<file path="config.mk">
export PLATFORM = sky130hd
export DESIGN_NAME = depth_window_to_gray_core
export DESIGN_NICKNAME = d
export VERILOG_FILES = /design/src/dwg_pkg.sv /design/src/dwg_cfg_regs.sv /design/src/dwg_prep.sv /design/src/dwg_div_stage.sv /design/src/depth_window_to_gray_core.sv
export SDC_FILE = /design/constraint.sdc
export NUM_CORES = 1
export LEC_CHECK = 0
export BUFFER_PORTS_ARGS = -buffer_cell sky130_fd_sc_hd__buf_2
export CAP_MARGIN = 10
export CORE_MARGIN = 2
export CORE_UTILIZATION = 30
export CTS_CLUSTER_DIAMETER = 150
export DETAILED_ROUTE_END_ITERATION = 6
export HOLD_SLACK_MARGIN = 0.12
export PLACE_DENSITY = 0.5
export SLEW_MARGIN = 20
export SYNTH_ARGS = -nofsm -noshare
export SYNTH_HDL_FRONTEND = slang
export SYNTH_HIERARCHICAL = 1
export SYNTH_SLANG_ARGS = --single-unit
export TNS_END_PERCENT = 1
</file>
<file path="constraint.sdc">
create_clock -name clk_i -period 9.46 [get_ports clk_i]
set_input_delay 0.946 -clock clk_i [delete_from_list [all_inputs] [get_ports clk_i]]
set_output_delay 0.946 -clock clk_i [all_outputs]
set_load 0.01 [all_outputs]
</file>
<file path="src/dwg_pkg.sv">
// dwg_pkg: shared types and constants of the depth window to gray core
// register indexes, mapping modes, pipeline beat structs
// depends on nothing
`default_nettype none

package dwg_pkg;

  localparam int unsigned DEPTH_W        = 16;
  localparam int unsigned LEVEL_W        = 8;
  localparam int unsigned MODE_W         = 2;
  localparam int unsigned CFG_IDX_W      = 2;
  localparam int unsigned BITS_PER_STAGE = 2;
  localparam int unsigned DIV_STAGES     = LEVEL_W / BITS_PER_STAGE;
  localparam int unsigned NUM_W          = DEPTH_W + LEVEL_W;

  // register indexes on the write port
  localparam logic [CFG_IDX_W-1:0] REG_NEAR = 2'd0;
  localparam logic [CFG_IDX_W-1:0] REG_FAR  = 2'd1;
  localparam logic [CFG_IDX_W-1:0] REG_MODE = 2'd2;

  // mapping modes
  localparam logic [MODE_W-1:0] MODE_BINARY  = 2'd0;
  localparam logic [MODE_W-1:0] MODE_CLAMPED = 2'd1;
  localparam logic [MODE_W-1:0] MODE_WINDOW  = 2'd2;

  localparam logic [DEPTH_W-1:0] NEAR_RESET = '0;
  localparam logic [DEPTH_W-1:0] FAR_RESET  = '1;
  localparam logic [MODE_W-1:0]  MODE_RESET = MODE_BINARY;

  localparam logic [LEVEL_W-1:0] LEVEL_FULL = '1;
  localparam logic [LEVEL_W-1:0] LEVEL_ZERO = '0;

  typedef enum logic [1:0] {
    SEL_ZERO,
    SEL_FULL,
    SEL_RAMP
  } level_sel_e;

  typedef struct packed {
    logic [DEPTH_W-1:0] near_bound;
    logic [DEPTH_W-1:0] far_bound;
    logic [MODE_W-1:0]  pixel_mode;
    logic [DEPTH_W-1:0] span;
  } cfg_t;

  // one pixel travelling through the divider
  typedef struct packed {
    logic               valid;
    logic               eof;
    level_sel_e         sel;
    logic [DEPTH_W-1:0] rem;
    logic [LEVEL_W-1:0] num_lo;
    logic [LEVEL_W-1:0] quo;
  } div_beat_t;

endpackage

`default_nettype wire

</file>
<file path="src/dwg_cfg_regs.sv">
// dwg_cfg_regs: near, far and mode registers plus registered ramp span
// depends on dwg_pkg
`default_nettype none

module dwg_cfg_regs (
  input  wire logic                          clk_i,
  input  wire logic                          rst_ni,
  input  wire logic                          cfg_we_i,
  input  wire logic [dwg_pkg::CFG_IDX_W-1:0] cfg_idx_i,
  input  wire logic [dwg_pkg::DEPTH_W-1:0]   cfg_wdata_i,
  output dwg_pkg::cfg_t                      cfg_o
);

  logic [dwg_pkg::DEPTH_W-1:0] near_q, near_d;
  logic [dwg_pkg::DEPTH_W-1:0] far_q, far_d;
  logic [dwg_pkg::MODE_W-1:0]  mode_q, mode_d;
  logic [dwg_pkg::DEPTH_W-1:0] span_q, span_d;

  always_comb begin
    near_d = near_q;
    far_d  = far_q;
    mode_d = mode_q;
    if (cfg_we_i) begin
      case (cfg_idx_i)
        dwg_pkg::REG_NEAR: near_d = cfg_wdata_i;
        dwg_pkg::REG_FAR:  far_d  = cfg_wdata_i;
        dwg_pkg::REG_MODE: mode_d = cfg_wdata_i[dwg_pkg::MODE_W-1:0];
        default: ;
      endcase
    end
    // span is registered from the bound registers and settles in the cycle after they take a write
    span_d = far_q - near_q;
  end

  always_ff @(posedge clk_i or negedge rst_ni) begin
    if (!rst_ni) begin
      near_q <= dwg_pkg::NEAR_RESET;
      far_q  <= dwg_pkg::FAR_RESET;
      mode_q <= dwg_pkg::MODE_RESET;
      span_q <= dwg_pkg::FAR_RESET - dwg_pkg::NEAR_RESET;
    end else begin
      near_q <= near_d;
      far_q  <= far_d;
      mode_q <= mode_d;
      span_q <= span_d;
    end
  end

  assign cfg_o.near_bound = near_q;
  assign cfg_o.far_bound  = far_q;
  assign cfg_o.pixel_mode = mode_q;
  assign cfg_o.span       = span_q;

endmodule

`default_nettype wire

</file>
<file path="src/dwg_prep.sv">
// dwg_prep: first pipeline stage, classifies the pixel and forms 255*(d-near)
// depends on dwg_pkg
`default_nettype none

module dwg_prep (
  input  wire logic                        clk_i,
  input  wire logic                        rst_ni,
  input  wire logic                        in_valid_i,
  input  wire logic [dwg_pkg::DEPTH_W-1:0] depth_i,
  input  wire logic                        eof_i,
  input  wire dwg_pkg::cfg_t               cfg_i,
  output dwg_pkg::div_beat_t               beat_o
);

  logic                        ge_near, le_far, in_window, ramp_ok;
  logic [dwg_pkg::DEPTH_W-1:0] diff;
  logic [dwg_pkg::NUM_W-1:0]   num;
  dwg_pkg::level_sel_e         sel;
  logic                        valid_q;
  dwg_pkg::div_beat_t          beat_q, beat_d;

  always_comb begin
    ge_near   = depth_i >= cfg_i.near_bound;
    le_far    = depth_i <= cfg_i.far_bound;
    in_window = ge_near && le_far;
    ramp_ok   = cfg_i.far_bound > cfg_i.near_bound;
    case (cfg_i.pixel_mode)
      dwg_pkg::MODE_BINARY: sel = in_window ? dwg_pkg::SEL_FULL : dwg_pkg::SEL_ZERO;
      dwg_pkg::MODE_CLAMPED: begin
        if (!(depth_i > cfg_i.near_bound)) sel = dwg_pkg::SEL_ZERO;
        else if (!(depth_i < cfg_i.far_bound)) sel = dwg_pkg::SEL_FULL;
        else sel = dwg_pkg::SEL_RAMP;
      end
      // equal bounds give an empty ramp, level zero
      dwg_pkg::MODE_WINDOW: sel = (in_window && ramp_ok) ? dwg_pkg::SEL_RAMP
                                                         : dwg_pkg::SEL_ZERO;
      default: sel = dwg_pkg::SEL_ZERO;
    endcase
    diff = (sel == dwg_pkg::SEL_RAMP) ? depth_i - cfg_i.near_bound : '0;
    // 255*diff as a shift and subtract
    num  = {diff, {dwg_pkg::LEVEL_W{1'b0}}} - {{dwg_pkg::LEVEL_W{1'b0}}, diff};

    beat_d.valid  = in_valid_i;
    beat_d.eof    = eof_i;
    beat_d.sel    = sel;
    beat_d.rem    = num[dwg_pkg::NUM_W-1:dwg_pkg::LEVEL_W];
    beat_d.num_lo = num[dwg_pkg::LEVEL_W-1:0];
    beat_d.quo    = '0;
  end

  always_ff @(posedge clk_i or negedge rst_ni) begin
    if (!rst_ni) begin
      valid_q <= 1'b0;
    end else begin
      valid_q <= beat_d.valid;
    end
  end

  always_ff @(posedge clk_i) begin
    beat_q <= beat_d;
  end

  always_comb begin
    beat_o       = beat_q;
    beat_o.valid = valid_q;
  end

endmodule

`default_nettype wire

</file>
<file path="src/dwg_div_stage.sv">
// dwg_div_stage: one registered stage of the restoring divider, two quotient bits
// depends on dwg_pkg
`default_nettype none

module dwg_div_stage (
  input  wire logic                        clk_i,
  input  wire logic                        rst_ni,
  input  wire logic [dwg_pkg::DEPTH_W-1:0] span_i,
  input  wire dwg_pkg::div_beat_t          beat_i,
  output dwg_pkg::div_beat_t               beat_o
);

  logic [dwg_pkg::DEPTH_W:0]   trial;
  logic [dwg_pkg::DEPTH_W-1:0] rem;
  logic [dwg_pkg::LEVEL_W-1:0] lo;
  logic [dwg_pkg::LEVEL_W-1:0] quo;
  logic                        valid_q;
  dwg_pkg::div_beat_t          beat_q, beat_d;

  // remainder stays below span, so the trial fits in one extra bit
  always_comb begin
    rem   = beat_i.rem;
    lo    = beat_i.num_lo;
    quo   = beat_i.quo;
    trial = '0;
    for (int i = 0; i < int'(dwg_pkg::BITS_PER_STAGE); i++) begin
      trial = {rem, lo[dwg_pkg::LEVEL_W-1]};
      lo    = {lo[dwg_pkg::LEVEL_W-2:0], 1'b0};
      if (trial >= {1'b0, span_i}) begin
        rem = dwg_pkg::DEPTH_W'(trial - {1'b0, span_i});
        quo = {quo[dwg_pkg::LEVEL_W-2:0], 1'b1};
      end else begin
        rem = trial[dwg_pkg::DEPTH_W-1:0];
        quo = {quo[dwg_pkg::LEVEL_W-2:0], 1'b0};
      end
    end
    beat_d        = beat_i;
    beat_d.rem    = rem;
    beat_d.num_lo = lo;
    beat_d.quo    = quo;
  end

  always_ff @(posedge clk_i or negedge rst_ni) begin
    if (!rst_ni) begin
      valid_q <= 1'b0;
    end else begin
      valid_q <= beat_i.valid;
    end
  end

  always_ff @(posedge clk_i) begin
    beat_q <= beat_d;
  end

  always_comb begin
    beat_o       = beat_q;
    beat_o.valid = valid_q;
  end

endmodule

`default_nettype wire

</file>
<file path="src/depth_window_to_gray_core.sv">
// depth_window_to_gray_core: top level, config registers, prep stage,
// four divider stages and the output register
// depends on dwg_pkg, dwg_cfg_regs, dwg_prep, dwg_div_stage
//
// Usage:
//   Input channel: a pixel beat (depth_i, end_of_frame_i) is taken at every
//   rising edge where start is high and busy is low. busy stays low, so one
//   pixel can be taken in every cycle, without gaps.
//   Result channel: done_o is high for one cycle with level_o and
//   frame_end_o; the result is taken at the edge that ends that cycle.
//   Path: a pixel taken at an edge passes the prep register, each divider
//   stage register and the output register before it shows on the result ports.
//   Throughput: one pixel per clock; the pipeline is prep stage, four
//   restoring divider stages of two quotient bits each, and the output register.
//   Config: cfg_we_i writes near, far or mode by cfg_idx_i; index three is
//   dropped. Write only while no pixel is in flight; the ramp span register
//   takes its new value in the cycle after the bound register does.
//   Reset: rst_ni clears all pipeline valid bits and loads near 0, far 65535,
//   mode binary window. The receiver cannot hold results off, so no
//   backpressure exists and nothing is ever stalled.
`default_nettype none

module depth_window_to_gray_core (
  input  wire logic                          clk_i,
  input  wire logic                          rst_ni,
  input  wire logic                          start,
  output      logic                          busy,
  input  wire logic [dwg_pkg::DEPTH_W-1:0]   depth_i,
  input  wire logic                          end_of_frame_i,
  output      logic                          done_o,
  output      logic [dwg_pkg::LEVEL_W-1:0]   level_o,
  output      logic                          frame_end_o,
  input  wire logic                          cfg_we_i,
  input  wire logic [dwg_pkg::CFG_IDX_W-1:0] cfg_idx_i,
  input  wire logic [dwg_pkg::DEPTH_W-1:0]   cfg_wdata_i
);

  dwg_pkg::cfg_t               cfg;
  dwg_pkg::div_beat_t          pipe [dwg_pkg::DIV_STAGES+1];
  dwg_pkg::div_beat_t          last;
  logic                        done_q;
  logic [dwg_pkg::LEVEL_W-1:0] level_q, level_d;
  logic                        frame_end_q;

  assign busy = 1'b0;

  dwg_cfg_regs u_cfg (
    .clk_i       (clk_i),
    .rst_ni      (rst_ni),
    .cfg_we_i    (cfg_we_i),
    .cfg_idx_i   (cfg_idx_i),
    .cfg_wdata_i (cfg_wdata_i),
    .cfg_o       (cfg)
  );

  dwg_prep u_prep (
    .clk_i      (clk_i),
    .rst_ni     (rst_ni),
    .in_valid_i (start && !busy),
    .depth_i    (depth_i),
    .eof_i      (end_of_frame_i),
    .cfg_i      (cfg),
    .beat_o     (pipe[0])
  );

  for (genvar g = 0; g < int'(dwg_pkg::DIV_STAGES); g++) begin : g_div
    dwg_div_stage u_stage (
      .clk_i  (clk_i),
      .rst_ni (rst_ni),
      .span_i (cfg.span),
      .beat_i (pipe[g]),
      .beat_o (pipe[g+1])
    );
  end

  assign last = pipe[dwg_pkg::DIV_STAGES];

  always_comb begin
    case (last.sel)
      dwg_pkg::SEL_RAMP: level_d = last.quo;
      dwg_pkg::SEL_FULL: level_d = dwg_pkg::LEVEL_FULL;
      default:           level_d = dwg_pkg::LEVEL_ZERO;
    endcase
  end

  always_ff @(posedge clk_i or negedge rst_ni) begin
    if (!rst_ni) begin
      done_q <= 1'b0;
    end else begin
      done_q <= last.valid;
    end
  end

  always_ff @(posedge clk_i) begin
    level_q     <= level_d;
    frame_end_q <= last.eof;
  end

  assign done_o      = done_q;
  assign level_o     = level_q;
  assign frame_end_o = frame_end_q;

endmodule

`default_nettype wire

</file>
==> results of run 1 <==
[worst max-delay path by stage]
stage	from	to	slack, ns
global placement	depth_i[0]	u_prep/beat_o[31]	3.38
finish	u_cfg/span_q[1]	g_div[1].u_stage/beat_o[18]	3.61
floorplan	depth_i[5]	u_prep/beat_o[31]	4.15
CTS	u_cfg/span_q[1]	g_div[1].u_stage/beat_o[18]	3.61
detailed placement	depth_i[0]	u_prep/beat_o[31]	3.29
global route	u_cfg/span_q[1]	g_div[1].u_stage/beat_o[19]	3.25
[registers in the layout, summed over array words and instances (netlist names)]
name	cells
frame_end_o	1
level_o	8
g_div.u_stage/beat_o	92
u_cfg/span_q	16
u_prep/beat_o	27
u_cfg/mode_q	2
u_prep/valid_q	1
u_cfg/far_q	16
u_cfg/near_q	16
done_o	1
g_div.u_stage/valid_q	4
[worst max-delay path, delay by kind of cell, from the launching register on]
kind	cells	cell delay (ns)
muxes	2	0.81
AOI/OAI and AO/OA	8	2.85
buffers and inverters	2	0.37
adders and majority gates	2	0.70
and+or+nand+nor	3	0.43
DFF	1	0.56
[metrics by stage]
step	cells	instance area, um2
final	2489	17200
after detailed placement	2457	16500
after global routing	2489	17200
after floorplan	1765	15600
after global placement	2457	16500
after CTS	2489	17200
[area by class of cell]
type / instances / share of cell area
timing repair buffer: 53 / 0.0162
clock inverter: 14 / 0.0113
multi-input combinational: 1366 / 0.625
inverter: 174 / 0.0386
sequential: 184 / 0.233
tap: 680 / 0.0496
clock buffer: 18 / 0.0262
[layer usage]
layer / track usage / routed length [um] / vias to the layer above
li1: - / - / 6473
met1: 0.208 / 20200 / 5982
met2: 0.264 / 19300 / 202
met3: 0.0298 / 1460 / 50
met4: 0.0659 / 1290 / 0
met5: 0 / 0 / -
==> metrics, run 1 <==
# setup viols final=0; Synth Cell Area=15600 um2; R2R Setup Slk=3.61 ns; Max Freq=171 MHz; Clock Latency Late Sink=0.50 ns; CTS hold repair buffers=0; Req. time, crit path=9.84 ns; crit path kind=reg2reg; Max-cap violations=0; Filler cells=5366; post-DP HPWL=33.7 mm; DRT Wirelength=42.2 mm; final setup margin=3.61 ns; die width=232 um; Min-Delay Endpoint=g_div[2].u_stage/beat_o[14]; CP dominant cell by count=ha_1; worst hold margin=0.318 ns; reg2reg start=u_cfg/span_q[1]; clock buffer depth=2; final hold viol count=0; area growth from synthesis to layout=9.95%; Starting Density=0.304; Post-Syn Nets=2014; Setup crit end kind=flop; FF/Latch Area=4000 um2; row count=83; total CTS buffers=17; Critical Path Max Stage Delay=0.72 ns; run status=finished clean; antenna violations before repair=0; area of the multi-input gates=10700 um2; Min-Delay Path Depth=0; GRT Overall Usage=0.161; H-tree depth=4; CTS sink cnt=184; DP Worst Slack=3.29 ns; Avg Inst Size Synth=8.85 um2; slew margin rel.=0.301; wire per inst=17.0 um; die area=53900 um2; vias in the first global route=12800; commonest non-fill, non-tap cells in the layout=ha_1, inv_1, nand2_1; GR Overflow Total=0; Worst Tran Pin Value=1.05 ns; I/O pins=50; final worst-path cycle share=0.618; RR Endpoint=g_div[1].u_stage/beat_o[18]; Hold WC Path Type=reg2reg; die height=232 um; slowest stage cell, crit path=o31ai_2; post-CTS setup buffer count=0; Final Core Density=0.334; CTS resizes=0; ant diodes=0; DRT Pass-1 Iters=7; minimum clock period=5.85 ns; Reg2Reg Depth=17; IO Port Bufs=48; Core ar.=51400 um2; vias per cell=5.11; Residual DRC=0; crit-path cells=inv_1 > ha_1 > nor2b_1 > o31a_1 > o41ai_4 > a211oi_2 > o31ai_2 > mux2_2 > ha_1 > a211o_1 > o311a_1 > nor4_2 > nor2_1 > a41o_1 > a211oi_4 > inv_2 > mux2_1; Cells after Synth=1765; Final nets=2045; yosys warns=6; commonest non-fill, non-tap cell in the layout=ha_1; clk_skew=0.0246 ns; RSZ-0062 raised after global routing=false; nature of the critical path startpoint=flop; vias=12700; Setup TNS Final=0 ns; Reg clk slew, reported paths=0.08 ns; hold path startpoint=g_div[1].u_stage/beat_o[12]; GP Congestion=0.862; Worst Path Arrival=6.23 ns; antenna viol nets, final=0; first-pass GRT wire length=67.9 mm; share of cells above drive strength 1=0.139; Iter 0 DRT Violations=742; number of max-slew violations in the final report=0; Critical Path Fanout Max=15; CTS tree=done; clk root buf=clkbuf_16; pin count of the biggest net entering global routing=57
Power of run 1 is left out: the tool's default activity adds up to more than one toggle a clock period on the data nets, which glitch-free logic cannot reach.
==> inputs of run 2 (changes only) <==
--- a/config.mk
+++ b/config.mk
@@ -5,6 +5,7 @@
 export SDC_FILE = /design/constraint.sdc
 export NUM_CORES = 1
 export LEC_CHECK = 0
+export ABC_AREA = 1
 export BUFFER_PORTS_ARGS = -buffer_cell sky130_fd_sc_hd__buf_2
 export CAP_MARGIN = 10
 export CORE_MARGIN = 2
==> constraint.sdc (replaced) <==
create_clock -name clk_i -period 5.9 [get_ports clk_i]
set_input_delay 0.59 -clock clk_i [delete_from_list [all_inputs] [get_ports clk_i]]
set_output_delay 0.59 -clock clk_i [all_outputs]
set_load 0.01 [all_outputs]
==> run 2 against run 1 <==
  * First-iteration DRC count up 31%
  * Clock skew down 0.011 ns
  * Routed wire length up 30%
  * Utilization down 0.64 points
  * Critical endpoint is now g_div[0].u_stage/beat_o[16]
  * Synthesized cell count up 55%
  * Register-to-register slack worse by 2.3 ns
  * Cell count up 43%
  * Global-route usage up 1.8 points
  * Maximum frequency up 28%
  * Sequential share of layout area down 2.6 points
  * Synthesized area up 15%
==> metrics, run 2 <==
run status=finished clean; crit path kind=reg2reg; clk root buf=clkbuf_16; Final nets=3013 (+47%); slowest stage cell, crit path=nand4_2; max reg flops=92 (unchanged); slew margin rel.=0.299 (-0.00244); worst hold margin=0.205 ns (-0.113 ns); ant diodes=0 (unchanged); commonest non-fill, non-tap cell in the layout=nand2_1; vias per cell=4.60 (-9.9%); pin count of the biggest net entering global routing=57 (unchanged); Worst Path Arrival=4.92 ns (-1.31 ns); wire per inst=15.5 um (-8.8%); Filler cells=6518 (+21%); clk_skew=0.0134 ns (-0.0112 ns); first-pass GRT wire length=86.9 mm (+28%); Critical Path Max Stage Delay=0.58 ns (-0.14 ns); crit-path cells=inv_1 > ha_1 > nand2_1 > inv_2 > nand2_1 > inv_1 > a21oi_1 > nand4_2 > nor2_1 > nor2_4 > ha_1 > a21oi_1 > o21ai_0 > a21oi_1 > nand2_1 > nand2_4 > nand3_4 > nand2_1 > nand2_1; I/O pins=50 (unchanged); total CTS buffers=17 (unchanged); nature of the critical path startpoint=flop; Cells after Synth=2739 (+55%); Min-Delay Path Depth=1 (+1); Max Freq=220 MHz (+28%); Core ar.=59100 um2 (+15%); Synth Cell Area=18000 um2 (+15%); die area=61800 um2 (+15%); Reg2Reg Depth=19 (+2); IO Port Bufs=48 (unchanged); Min-Delay Endpoint=u_prep/valid_q; DRT Pass-1 Iters=5 (-2); post-DP HPWL=46.8 mm (+39%); H-tree depth=4 (unchanged); final worst-path cycle share=0.771 (+0.153); CTS resizes=0 (unchanged); reg2reg start=u_cfg/span_q[14]; GRT Overall Usage=0.179 (+0.0178); yosys warns=6 (unchanged); antenna viol nets, final=0 (unchanged); Setup TNS Final=0 ns (unchanged); Max-cap violations=0 (unchanged); post-CTS setup buffer count=0 (unchanged); antenna violations before repair=0 (unchanged); die width=249 um (+7.1%); final hold viol count=0 (unchanged); DRT Wirelength=55.0 mm (+30%); clock buffer depth=2 (unchanged); CP dominant cell by count=nand2_1; Critical Path Fanout Max=24 (+9); row count=89 (+7.2%); CTS tree=done; Avg Inst Size Synth=6.56 um2 (-26%); Post-Syn Nets=2988 (+48%); Worst Tran Pin Value=1.05 ns (+0.00143 ns); commonest non-fill, non-tap cells in the layout=nand2_1, inv_1, ha_1; die height=249 um (+7.1%); Hold WC Path Type=in2reg; largest delay contributor family on the critical path=simple AND/OR/NAND/NOR gates; Starting Density=0.304 (about the same); Worst Path Buf+Inv=3 (+1); # setup viols final=0 (unchanged); RR Endpoint=g_div[0].u_stage/beat_o[16]; CTS sink cnt=184 (unchanged); GP Congestion=0.899 (+4.3%); Clock Latency Late Sink=0.48 ns (-0.02 ns); Setup crit end kind=flop; R2R Setup Slk=1.35 ns (-2.26 ns); minimum clock period=4.55 ns (-1.30 ns); vias in the first global route=15700 (+23%); number of max-slew violations in the final report=0 (unchanged); Residual DRC=0 (unchanged); vias=16300 (+28%); Iter 0 DRT Violations=974 (+31%); RSZ-0062 raised after global routing=false; CTS hold repair buffers=0 (unchanged); Reg clk slew, reported paths=0.08 ns (about the same); Final Core Density=0.327 (-0.00645); hold path startpoint=start; area growth from synthesis to layout=7.82%; GR Overflow Total=0 (unchanged); Req. time, crit path=6.27 ns (-3.57 ns); share of cells above drive strength 1=0.117 (-0.0219)
[run 2: how the worst max path moves through the flow]
stage	start	endpoint	cells past startpoint	slack, ns
2_1_floorplan	u_cfg/span_q[0]	g_div[1].u_stage/beat_o[24]	20	2.46
6_report	u_cfg/span_q[14]	g_div[0].u_stage/beat_o[16]	19	1.35
3_3_place_gp	u_cfg/span_q[15]	g_div[0].u_stage/beat_o[16]	19	1.27
5_1_grt	u_cfg/span_q[12]	g_div[0].u_stage/beat_o[19]	20	0.89
4_1_cts	u_cfg/span_q[14]	g_div[0].u_stage/beat_o[16]	20	1.30
3_5_place_dp	u_cfg/span_q[14]	g_div[0].u_stage/beat_o[16]	20	1.33
[run 2: layer usage]
layer  GRT usage  share of wire  up-vias
met5           0              0        -
met4      0.0346          0.011        0
met3      0.0244          0.033       42
met2       0.307           0.47      281
met1       0.240           0.49     7327
li1            -              -     8674
[run 2: worst reg2reg max path: stages, from the launching register on]
cell and delay, ns:
dfstp_2 0.57, inv_1 0.10, ha_1 0.40, nand2_1 0.16, inv_2 0.05, nand2_1 0.08
inv_1 0.06, a21oi_1 0.17, nand4_2 0.58, nor2_1 0.41, nor2_4 0.07, ha_1 0.34
a21oi_1 0.29, o21ai_0 0.18, a21oi_1 0.20, nand2_1 0.11, nand2_4 0.25, nand3_4 0.23
nand2_1 0.11, nand2_1 0.07
[run 2: layout make-up]
class | count | area, um2 | area share
Timing Repair Buffer | 51 | 263 | 0.0136
Clock buffer | 17 | 425 | 0.0220
Multi-Input combinational cell | 2025 | 11700 | 0.605
Sequential cell | 184 | 4000 | 0.207
Tap cell | 773 | 967 | 0.0499
Inverter | 485 | 1830 | 0.0943
Clock inverter | 15 | 158 | 0.00814
[run 2: stage by stage]
stage / instances / worst slack, ns / instance area (um2)
6_report: 3550 / 1.35 / 19400
5_1_grt: 3550 / 0.889 / 19400
4_1_cts: 3550 / 1.30 / 19400
3_5_place_dp: 3518 / 1.33 / 18800
3_3_place_gp: 3518 / 1.27 / 18800
2_1_floorplan: 2739 / 2.46 / 18000
Power of run 2 is left out for the same reason.
